## src/hw/rtl/fvlm_pkg.sv

```systemverilog
// ----------------------------------------------------------------------------
// fvlm_pkg
// Shared widths and cube helper functions for the four-variable minimizer.
// ----------------------------------------------------------------------------
package fvlm_pkg;

    localparam int NUM_VARS = 4;
    localparam int NUM_MT   = 16;
    // One stored prime: care mask, value, covered-minterm row.
    localparam int ENTRY_W  = 2 * NUM_VARS + NUM_MT;

    typedef logic [NUM_VARS-1:0] lit_t;
    typedef logic [NUM_MT-1:0]   mt_set_t;

    // Minterms that a cube spans.
    function automatic mt_set_t cube_mask(input lit_t care, input lit_t val);
        mt_set_t res;
        res = '0;
        for (int m = 0; m < NUM_MT; m++) begin
            res[m] = ((lit_t'(m) & care) == val);
        end
        return res;
    endfunction

    function automatic logic [2:0] pop4(input lit_t v);
        return 3'(v[0]) + 3'(v[1]) + 3'(v[2]) + 3'(v[3]);
    endfunction

endpackage

```

## src/hw/rtl/fvlm_ram.sv

```systemverilog
// ----------------------------------------------------------------------------
// fvlm_ram
// Generic single-write, single-read synchronous RAM with registered read.
// ----------------------------------------------------------------------------
module fvlm_ram #(
    parameter int WIDTH = 24,
    parameter int DEPTH = 32
) (
    input  logic                     aclk,
    input  logic                     we,
    input  logic [$clog2(DEPTH)-1:0] waddr,
    input  logic [WIDTH-1:0]         wdata,
    input  logic [$clog2(DEPTH)-1:0] raddr,
    output logic [WIDTH-1:0]         rdata
);

    logic [WIDTH-1:0] mem [DEPTH];

    always_ff @(posedge aclk) begin
        if (we) begin
            mem[waddr] <= wdata;
        end
        rdata <= mem[raddr];
    end

endmodule

```

## src/hw/rtl/four_var_logic_minimizer_core.sv

```systemverilog
// ----------------------------------------------------------------------------
// four_var_logic_minimizer_core
// Prime implicant generation, essential detection and cover selection for a
// 4-variable truth table; one result transaction per prime.
// ----------------------------------------------------------------------------
// Enumeration walks all 81 cubes once per 1-count class (0 to 4); the cover is
//   the essentials plus the first prime, if any, that covers every leftover minterm.
// A new truth table is accepted only in idle, after the last result is registered.
// All-zero table: a single empty-function result, issued once the output is free.
// Reset (aresetn low, synchronous): control returns to idle, output valid drops.
// ----------------------------------------------------------------------------
module four_var_logic_minimizer_core #(
    parameter int CUBE_DEPTH = 32
) (
    input  logic                    aclk,
    input  logic                    aresetn,
    input  logic                    s_valid,
    output logic                    s_ready,
    input  fvlm_pkg::mt_set_t       s_truth_table,
    output logic                    m_valid,
    input  logic                    m_ready,
    output fvlm_pkg::lit_t          m_cube_value,
    output fvlm_pkg::lit_t          m_cube_care,
    output logic                    m_is_essential,
    output logic                    m_in_cover,
    output logic                    m_empty_function,
    output logic                    m_last_cube
);
    import fvlm_pkg::*;

    localparam int CAP = (CUBE_DEPTH < 32) ? CUBE_DEPTH : 32;
    localparam int AW  = $clog2(CUBE_DEPTH);
    localparam int NW  = $clog2(CAP + 1);

    localparam logic [2:0] ST_IDLE  = 3'd0;
    localparam logic [2:0] ST_ENUM  = 3'd1;
    localparam logic [2:0] ST_EMPTY = 3'd2;
    localparam logic [2:0] ST_COVER = 3'd3;
    localparam logic [2:0] ST_FIND  = 3'd4;
    localparam logic [2:0] ST_ORD   = 3'd5;
    localparam logic [2:0] ST_OLD   = 3'd6;

    localparam logic [7:0] DIG_ALL_ONE = 8'b10_10_10_10;

    logic [2:0]     st_reg, st_next;
    mt_set_t        tt_reg, tt_next;
    logic [2:0]     pcnt_reg, pcnt_next;
    logic [7:0]     dig_reg, dig_next;     // ternary digit per variable
    logic [NW-1:0]  np_reg, np_next;
    mt_set_t        once_reg, once_next;
    mt_set_t        multi_reg, multi_next;
    mt_set_t        covered_reg, covered_next;
    logic           chosen_vld_reg, chosen_vld_next;
    logic [NW-1:0]  chosen_idx_reg, chosen_idx_next;
    logic [NW-1:0]  rd_idx_reg, rd_idx_next;
    logic           dv_reg, dv_next;
    logic [NW-1:0]  dv_idx_reg, dv_idx_next;

    logic           m_valid_reg, m_valid_next;
    lit_t           val_o_reg, val_o_next;
    lit_t           care_o_reg, care_o_next;
    logic           ess_o_reg, ess_o_next;
    logic           cov_o_reg, cov_o_next;
    logic           empty_o_reg, empty_o_next;
    logic           last_o_reg, last_o_next;

    // RAM ports
    logic               ram_we;
    logic [ENTRY_W-1:0] ram_wdata, ram_rdata;
    lit_t               rd_care, rd_val;
    mt_set_t            rd_row;

    // enumeration datapath
    lit_t     e_care, e_val;
    mt_set_t  e_row;
    logic     e_impl, e_prime, e_hit;
    logic [7:0] dig_inc;
    logic     carry;

    mt_set_t  unique_mt, left_mt;
    logic     rd_en, sweep_done, out_free, rd_ess;

    fvlm_ram #(
        .WIDTH(ENTRY_W),
        .DEPTH(CUBE_DEPTH)
    ) u_prime_ram (
        .aclk  (aclk),
        .we    (ram_we),
        .waddr (AW'(np_reg)),
        .wdata (ram_wdata),
        .raddr (AW'(rd_idx_reg)),
        .rdata (ram_rdata)
    );

    assign {rd_care, rd_val, rd_row} = ram_rdata;

    // Decode the current cube: rank 0 is a dash, 1 a zero literal, 2 a one.
    always_comb begin
        for (int v = 0; v < NUM_VARS; v++) begin
            e_care[v] = (dig_reg[2*v +: 2] != 2'd0);
            e_val[v]  = (dig_reg[2*v +: 2] == 2'd2);
        end
        e_row  = cube_mask(e_care, e_val);
        e_impl = ((e_row & ~tt_reg) == '0);
        // Prime when no cube with one literal fewer is still an implicant.
        e_prime = 1'b1;
        for (int v = 0; v < NUM_VARS; v++) begin
            if (e_care[v] &&
                ((cube_mask(e_care & ~lit_t'(1 << v), e_val & ~lit_t'(1 << v)) & ~tt_reg)
                 == '0)) begin
                e_prime = 1'b0;
            end
        end
        e_hit = (pop4(e_val) == pcnt_reg) && e_impl && e_prime;

        // Advance the base-3 counter, variable 0 as the least significant digit.
        carry   = 1'b1;
        dig_inc = dig_reg;
        for (int v = 0; v < NUM_VARS; v++) begin
            if (carry) begin
                if (dig_reg[2*v +: 2] == 2'd2) begin
                    dig_inc[2*v +: 2] = 2'd0;
                end else begin
                    dig_inc[2*v +: 2] = dig_reg[2*v +: 2] + 2'd1;
                    carry = 1'b0;
                end
            end
        end
    end

    assign ram_we    = (st_reg == ST_ENUM) && e_hit && (np_reg < NW'(CAP));
    assign ram_wdata = {e_care, e_val, e_row};

    // Minterms covered by exactly one prime, and what the essentials leave.
    assign unique_mt = once_reg & ~multi_reg;
    assign left_mt   = tt_reg & ~covered_reg;
    assign rd_ess    = |(rd_row & unique_mt);

    assign rd_en      = ((st_reg == ST_COVER) || (st_reg == ST_FIND)) && (rd_idx_reg < np_reg);
    assign sweep_done = (rd_idx_reg == np_reg) && !dv_reg;
    assign out_free   = !m_valid_reg || m_ready;

    always_comb begin
        st_next         = st_reg;
        tt_next         = tt_reg;
        pcnt_next       = pcnt_reg;
        dig_next        = dig_reg;
        np_next         = np_reg;
        once_next       = once_reg;
        multi_next      = multi_reg;
        covered_next    = covered_reg;
        chosen_vld_next = chosen_vld_reg;
        chosen_idx_next = chosen_idx_reg;
        rd_idx_next     = rd_idx_reg;
        dv_next         = 1'b0;
        dv_idx_next     = rd_idx_reg;
        m_valid_next    = m_valid_reg && !m_ready;
        val_o_next      = val_o_reg;
        care_o_next     = care_o_reg;
        ess_o_next      = ess_o_reg;
        cov_o_next      = cov_o_reg;
        empty_o_next    = empty_o_reg;
        last_o_next     = last_o_reg;

        case (st_reg)
            ST_IDLE: begin
                if (s_valid) begin
                    tt_next         = s_truth_table;
                    pcnt_next       = '0;
                    dig_next        = '0;
                    np_next         = '0;
                    once_next       = '0;
                    multi_next      = '0;
                    covered_next    = '0;
                    chosen_vld_next = 1'b0;
                    chosen_idx_next = '0;
                    st_next         = (s_truth_table == '0) ? ST_EMPTY : ST_ENUM;
                end
            end
            ST_ENUM: begin
                // Record each prime with its chart row; tally single/multiple cover.
                if (ram_we) begin
                    np_next    = np_reg + NW'(1);
                    multi_next = multi_reg | (once_reg & e_row);
                    once_next  = once_reg | e_row;
                end
                dig_next = dig_inc;
                if (dig_reg == DIG_ALL_ONE) begin
                    pcnt_next = pcnt_reg + 3'd1;
                    if (pcnt_reg == 3'(NUM_VARS)) begin
                        rd_idx_next = '0;
                        st_next     = ST_COVER;
                    end
                end
            end
            ST_EMPTY: begin
                if (out_free) begin
                    m_valid_next = 1'b1;
                    val_o_next   = '0;
                    care_o_next  = '0;
                    ess_o_next   = 1'b0;
                    cov_o_next   = 1'b0;
                    empty_o_next = 1'b1;
                    last_o_next  = 1'b1;
                    st_next      = ST_IDLE;
                end
            end
            ST_COVER: begin
                if (rd_en) begin
                    rd_idx_next = rd_idx_reg + NW'(1);
                    dv_next     = 1'b1;
                end
                if (dv_reg && rd_ess) begin
                    covered_next = covered_reg | rd_row;
                end
                if (sweep_done) begin
                    rd_idx_next = '0;
                    st_next     = ST_FIND;
                end
            end
            ST_FIND: begin
                if (rd_en) begin
                    rd_idx_next = rd_idx_reg + NW'(1);
                    dv_next     = 1'b1;
                end
                // Keep the first prime that covers every leftover minterm.
                if (dv_reg && !chosen_vld_reg && (left_mt != '0) &&
                    ((rd_row & left_mt) == left_mt)) begin
                    chosen_vld_next = 1'b1;
                    chosen_idx_next = dv_idx_reg;
                end
                if (sweep_done) begin
                    rd_idx_next = '0;
                    st_next     = ST_ORD;
                end
            end
            ST_ORD: begin
                if (out_free) begin
                    st_next = ST_OLD;
                end
            end
            ST_OLD: begin
                m_valid_next = 1'b1;
                val_o_next   = rd_val;
                care_o_next  = rd_care;
                ess_o_next   = rd_ess;
                cov_o_next   = rd_ess || (chosen_vld_reg && (chosen_idx_reg == rd_idx_reg));
                empty_o_next = 1'b0;
                last_o_next  = (rd_idx_reg + NW'(1) == np_reg);
                rd_idx_next  = rd_idx_reg + NW'(1);
                st_next      = (rd_idx_reg + NW'(1) == np_reg) ? ST_IDLE : ST_ORD;
            end
            default: begin
                st_next = ST_IDLE;
            end
        endcase
    end

    always_ff @(posedge aclk) begin
        if (!aresetn) begin
            st_reg         <= ST_IDLE;
            np_reg         <= '0;
            rd_idx_reg     <= '0;
            dv_reg         <= 1'b0;
            chosen_vld_reg <= 1'b0;
            m_valid_reg    <= 1'b0;
        end else begin
            st_reg         <= st_next;
            np_reg         <= np_next;
            rd_idx_reg     <= rd_idx_next;
            dv_reg         <= dv_next;
            chosen_vld_reg <= chosen_vld_next;
            m_valid_reg    <= m_valid_next;
        end
    end

    // Datapath registers hold their value without reset.
    always_ff @(posedge aclk) begin
        tt_reg         <= tt_next;
        pcnt_reg       <= pcnt_next;
        dig_reg        <= dig_next;
        once_reg       <= once_next;
        multi_reg      <= multi_next;
        covered_reg    <= covered_next;
        chosen_idx_reg <= chosen_idx_next;
        dv_idx_reg     <= dv_idx_next;
        val_o_reg      <= val_o_next;
        care_o_reg     <= care_o_next;
        ess_o_reg      <= ess_o_next;
        cov_o_reg      <= cov_o_next;
        empty_o_reg    <= empty_o_next;
        last_o_reg     <= last_o_next;
    end

    assign s_ready          = (st_reg == ST_IDLE);
    assign m_valid          = m_valid_reg;
    assign m_cube_value     = val_o_reg;
    assign m_cube_care      = care_o_reg;
    assign m_is_essential   = ess_o_reg;
    assign m_in_cover       = cov_o_reg;
    assign m_empty_function = empty_o_reg;
    assign m_last_cube      = last_o_reg;

endmodule

```

## config.mk

```make
export PLATFORM = sky130hd
export DESIGN_NAME = four_var_logic_minimizer_core
export DESIGN_NICKNAME = d
export VERILOG_FILES = /design/src/hw/rtl/fvlm_pkg.sv /design/src/hw/rtl/fvlm_ram.sv /design/src/hw/rtl/four_var_logic_minimizer_core.sv
export SDC_FILE = /design/constraint.sdc
export NUM_CORES = 1
export LEC_CHECK = 0
export ABC_CLOCK_PERIOD_IN_PS = 11900
export BUFFER_PORTS_ARGS = -buffer_cell sky130_fd_sc_hd__clkbuf_2
export CORE_MARGIN = 1
export CORE_UTILIZATION = 30
export CTS_CLUSTER_DIAMETER = 150
export DETAILED_ROUTE_END_ITERATION = 10
export PLACE_DENSITY = 0.45
export SLEW_MARGIN = 40
export SYNTH_ARGS = -nofsm -noshare
export SYNTH_HDL_FRONTEND = slang
export SYNTH_SLANG_ARGS = --single-unit
```

## constraint.sdc

```tcl
create_clock -name aclk -period 11.9 [get_ports aclk]
set_input_delay 1.19 -clock aclk [delete_from_list [all_inputs] [get_ports aclk]]
set_output_delay 1.19 -clock aclk [all_outputs]
set_load 0.05 [all_outputs]
```

* Yosys cells after proc, flatten, opt, wreduce, memory -nomap -nowiden *
Memories as Yosys holds them, arrays and structs flattened. A register that Yosys moved wholly into a read port is not among the register bits.
Cells that the tools add are included.

storage, ports and cells
  bits in registers = 117
  bits in writable memories = 768
  logic and storage cells = 251
  memories kept = 1

memory list
  memory           words  bits a word  read ports  clocked after memory_dff  wr ports  RTL line        text
  u_prime_ram.mem  32     24           1           1                         1         fvlm_ram.sv:17  logic [WIDTH-1:0] mem [DEPTH];

operators by class
  add/subtract/negate cells = 10
  magnitude comparators = 2
  equal/unequal tests = 74
  mux-type cells = 65
  bitwise gates (word level) = 16
  reductions and logical operators = 60

operators by type and width
  operator                                  number
  16-bit AND                                10
  16-bit zero test                          6
  16-bit one-hot mux with 2 select lines    3
  16-bit two-way mux                        4
  3-bit == test                             17
  16-bit NOT                                3
  16-bit OR                                 3
  6-bit two-way mux                         7
  4-bit == test                             8
  3-bit two-way mux                         10
  2-bit by 3-bit == test with 1-bit output  8
  6-bit one-hot mux with 2 select lines     2
  3-bit one-hot mux with 7 select lines     1
  3-bit AND reduction                       7
  4-bit zero test                           5
  6-bit == test                             3
  2-bit != test (second input constant)     9
  6-bit one-hot mux with 3 select lines     1
  1-bit two-way mux                         17
  16-bit == test                            1
  3-bit by 4-bit == test with 1-bit output  4
  1-bit logical AND                         16
  2-bit two-way mux                         8
  4-bit one-hot mux with 2 select lines     2
  other kinds (34)                          72

* Longest topological paths before layout *
  depth after elaboration = 14
  mapped depth = 17
  gate-level depth less buffers = 13

* Modules after synthesis *
A second synthesis with hierarchy kept.

unflattened totals
  cell total of the unflattened synthesis = 2356
  area total of the unflattened synthesis = 36834.1 µm²

by module, submodules not included
  module                         times used  cells each  area an instance (µm²)  sequential area each (µm²)
  fvlm_ram                       1           1711        30480.5                 23542.6
  four_var_logic_minimizer_core  1           645         6353.6                  3273.1

* Worst setup path after synthesis *
OpenSTA, ideal clock, no wires.

  kind = reg2reg
  start point = register dig_reg[2]
  end point = register multi_reg[0] (enable)
  setup time = 0.400 ns
  arrival time = 4.463 ns
  setup slack = 7.037 ns
  cell stages (with the launch flop) = 16
  path buffers = 3
  clock period less this slack = 4.863 ns
  path through = edfxtp_1 clkbuf_2 inv_1 ha_1 buf_4 clkbuf_1 xor2_1 ha_1 ha_1 ha_1 xnor2_1 nand3_1 a211oi_1 nand4_1 or3_4 o21ai_2

between the ends
  longest elaborated chain between the ends = 14
  elaborated cells between the ends (all ways) = 68
  classes of those cells = 3 x add/sub; 39 x eq/ne; 4 x mux; 4 x bitwise; 18 x reduce/logical

RTL lines
  what                                                                            RTL line                              text
  start, declared                                                                 four_var_logic_minimizer_core.sv:48   logic [7:0] dig_reg, dig_next;
  start signal, assigned                                                          four_var_logic_minimizer_core.sv:281  dig_reg <= dig_next;
  2-bit == test *                                                                 four_var_logic_minimizer_core.sv:101  e_val[v] = (dig_reg[2*v +: 2] == 2'd2);
  via e_val[1]                                                                    four_var_logic_minimizer_core.sv:74   lit_t e_care, e_val;
  branches (longest 8 deep; another with 2-bit by 1-bit adder with 3-bit output)  n/a
  1-bit logical AND *                                                             four_var_logic_minimizer_core.sv:114  e_hit = (pop4(e_val) == pcnt_reg) && e_impl && e_prime;
  1-bit logical AND * (2 in a row)                                                four_var_logic_minimizer_core.sv:131  assign ram_we = (st_reg == ST_ENUM) && e_hit && (np_reg < NW'(CAP));
  2-bit != test (no source line) *                                                n/a
  3-bit AND reduction (no source line) *                                          n/a
  end signal, assigned                                                            four_var_logic_minimizer_core.sv:283  multi_reg <= multi_next;
  end, declared                                                                   four_var_logic_minimizer_core.sv:51   mt_set_t multi_reg, multi_next;

Mark *: on every way through the listed nets, which the timed path passes.
A chain may end at the register's enable or synchronous reset.

* Worst setup path after layout *
  start point = register dig_reg[2]
  end point = memory u_prime_ram.mem[21][2] (enable)

between the ends
  longest elaborated chain between the ends = 14
  elaborated cells between the ends (all ways) = 68
  classes of those cells = 3 x add/sub; 38 x eq/ne; 6 x mux; 4 x bitwise; 17 x reduce/logical

RTL lines
  what                                                                            RTL line                              text
  2-bit == test *                                                                 four_var_logic_minimizer_core.sv:101
  via e_val[1]                                                                    four_var_logic_minimizer_core.sv:74
  branches (longest 8 deep; another with 2-bit by 1-bit adder with 3-bit output)  n/a
  1-bit logical AND *                                                             four_var_logic_minimizer_core.sv:114
  1-bit logical AND * (2 in a row)                                                four_var_logic_minimizer_core.sv:131
  1-bit two-way mux *                                                             fvlm_ram.sv:20                        if (we) begin
  1-bit two-way mux (implied by the code) *                                       fvlm_ram.sv:21                        mem[waddr] <= wdata;
  end, declared                                                                   fvlm_ram.sv:17

Marks and branches as above.

==> flow_summary_export.csv <==
group,metric,value,unit
global_route,overflow,0,
drt,drtIter0Drc,1863,
clock_network,cts_tree,"built",
drt,drc,0,
floorplanning,core,0.119,mm2
synthesis,yosys.area_share.simple,4.25,%
cells_and_area,drive_gt1_share,28.1,%
critical_path,arrival,5.36,ns
synthesis,synth_top_family_by_area,"multiplexers",
global_route,grt_max_degree,80,
synthesis,ys_seq_elements,909,
synthesis,ys_seq_area_share,74.2,%
critical_path,worstPathRequired,12.17,ns
synthesis,synth_nets,1860,
pwr,p_leak,13.0,nW
cells_and_area,top_register,"u_prime_ram.mem",
critical_path,crit_path_top_delay_cell,"and3_2",
sta,period_share,42.7,%
synthesis,netlist_area,0.0361,mm2
floorplanning,placementRows,126,
clock_network,cts_hold_buf,0,
synthesis,synth_top_cells_by_count,"edfxtp_1 (861), mux4_2 (240), nor2_1 (115)",
global_route,grt_pass1_vias,18300,
synthesis,synth_warnings,0,
drt,met1Wirelength,45.2,mm
worst_hold_path,hp-class,"flop to flop",
pwr,power_density,182,mW/mm2
critical_path,critPathLaunchType,"flop",
cells_and_area,area_growth,15.8,%
synthesis,synth_most_common_cell,"edfxtp_1",
drt,antenna_left,0,
critical_path,crit_family,"simple AND/OR/NAND/NOR gates",
cells_and_area,largestRegisters,"u_prime_ram.mem: 768 flops, u_prime_ram.rdata: 24 flops",
synthesis,synth_compound_area_share,2.60,%
clock_network,cts.reportedPaths.clkPinSlew,0.06,ns
drt,dr_wl_met3,5.08,mm
synthesis,synthMuxAreaShare,15.8,%
synthesis,syn_area_per_cell,19.9,um2
drt,dr.pass1.iters,6,
critical_path,cp-end-kind,"flop",
drt,wl_met2,42.6,mm
floorplanning,floorplan.initialDensity,30.4,%
synthesis,synth_xor_area_share,0.651,%
sta,skew,0.0257,ns
sta,setup_viol,0,
drt,top_layer_used,"met4",
synthesis,yosysTopAreaCellShare,71.6,%
synthesis,yosysTopAreaCell,"edfxtp_1",
sta,slew_headroom,41.8,%
critical_path,path_max_fanout,51,
sta,maxSlewViolCount,0,
cells_and_area,layout.nets,1943,
critical_path,critPathBufInv,2,
sta,tns,0,ns
global_route,grt_pass1_wl,136,mm
sta,period_needed,5.09,ns
synthesis,synth.distinct_cells,70,
placement,numPortBuffers,33,
critical_path,critPathKind,"flop to flop",
status,status,"completed",
clock_network,cts_resized,0,
flow_run,cap_violations,0,
clock_network,cts_max_level,3,
synthesis,synthCells,1814,
synthesis,synth_edf_count,861,
global_route,grtUsageTotal,15.7,%
synthesis,synthAdderAreaFrac,0.900,%
clock_network,cts_root_buf,"clkbuf_16",
clock_network,cts_sinks,909,
drt,routedWlPerCell,26.6,um
global_route,antenna_found_initial,5,
synthesis,synthArstFlopShare,0,%
cells_and_area,largest_register_ffs,768,
sta,hold_violations,0,
critical_path,critPathMaxStageDelay,0.76,ns
floorplanning,io_pins,34,
synthesis,ys.flop_type,"edfxtp_1",
sta,hold_slack,0.489,ns
floorplanning,die_w,349,um
floorplanning,die-area,0.122,mm2
placement,place.gp.congestion,0.832,
synthesis,yosys-top-cells-area,"edfxtp_1 (72%), mux4_2 (15%), dfxtp_1 (2.7%), nor2_1 (1.2%), ha_1 (0.90%)",
critical_path,crit_top_cell,"ha_1",
sta,rsz0062_at_grt,"no",
sta,fmax,0.197,GHz
drt,via_per_inst,5.02,
clock_network,clk_path_buf_depth,3,
clock_network,numCtsBuffers,97,
floorplanning,die_h,349,um
clock_network,clk_latency,0.67,ns
critical_path,ff2ff_setup_slack,6.81,ns
pwr,ir_drop,125,uV
drt,finalWirelength,95.3,mm
sta,worst_slew_pin_slew,0.873,ns
drt,vias,18000,
critical_path,path_cells,"inv_1 > ha_2 > buf_4 > xor2_1 > ha_1 > ha_1 > ha_1 > xnor2_1 > nand3_1 > a211oi_1 > nand4_1 > or3_4 > nor2_8 > and3_2",
placement,dp_hpwl,59.7,mm
clock_network,post-cts-setup-buffers,0,
==> placed cells by master (no fill, tap or decap), types with 17 or more instances in the layout <==
cell type	netlist	final
nand2_1	47	46
clkinv_2	0	17
clkbuf_2	2	33
ha_1	26	24
mux4_2	240	240
inv_1	42	42
a21oi_1	37	37
clkbuf_16	0	97
mux2_2	24	24
and3_1	47	17
buf_4	4	29
and3_2	2	32
xnor2_1	17	17
dfxtp_1	48	43
clkbuf_1	57	26
nor2_1	115	109
edfxtp_1	861	861
==> through the flow <==
| stage | util [%] | instances | area, um2 | power (mW) | setup slack [ns] |
|---|---|---|---|---|---|
| 6_report | 35.2 | 3580 | 41800 | 7.61 | 6.81 |
| 3_5_place_dp | 32.6 | 3398 | 38700 | 4.70 | 6.80 |
| 2_1_floorplan | - | 1814 | 36100 | 4.27 | 7.04 |
| 5_1_grt | 35.2 | 3574 | 41800 | 7.86 | 6.63 |
| 4_1_cts | 35.2 | 3574 | 41800 | 7.69 | 6.77 |
| 3_3_place_gp | 32.3 | 3386 | 38300 | 4.62 | 6.92 |
==> final cells by class <==
class	instances	area [um2]
inverters	43	161
repair buffers	79	737
multi-input cells	767	8930
diodes	6	15.0
clock buffers	124	2540
well taps	1600	2000
fillers	11000	76900
clock inverters	52	603
flip-flops and latches	909	26800
==> report_power, final <==
part           internal [mW]  switching [mW]
registers               3.77          0.0602
logic                  0.199           0.588
clock network           1.73            1.25
==> logic make-up after synthesis <==
family | after synthesis
simple gates | 309
fa+ha+maj | 26
buf+inv | 138
compound gates | 140
mux | 266
flops | 909
xor+xnor | 26
==> routing by layer <==
metal / track usage, % / up-vias
met2: 23.6 / 569
met5: 0 / -
met1: 23.5 / 9606
li1: - / 7644
met4: 4.91 / 0
met3: 2.26 / 136
==> final timing paths <==
check,from,cells past startpoint,to
hold reg to reg,dv_idx_next[5],0,dv_idx_reg[5]
setup / recovery,dig_reg[2],14,u_prime_ram.mem[21][2]
hold / removal,dv_idx_next[5],0,dv_idx_reg[5]
setup reg to reg,dig_reg[2],14,u_prime_ram.mem[21][2]
(Power assumes the default switching activity.)
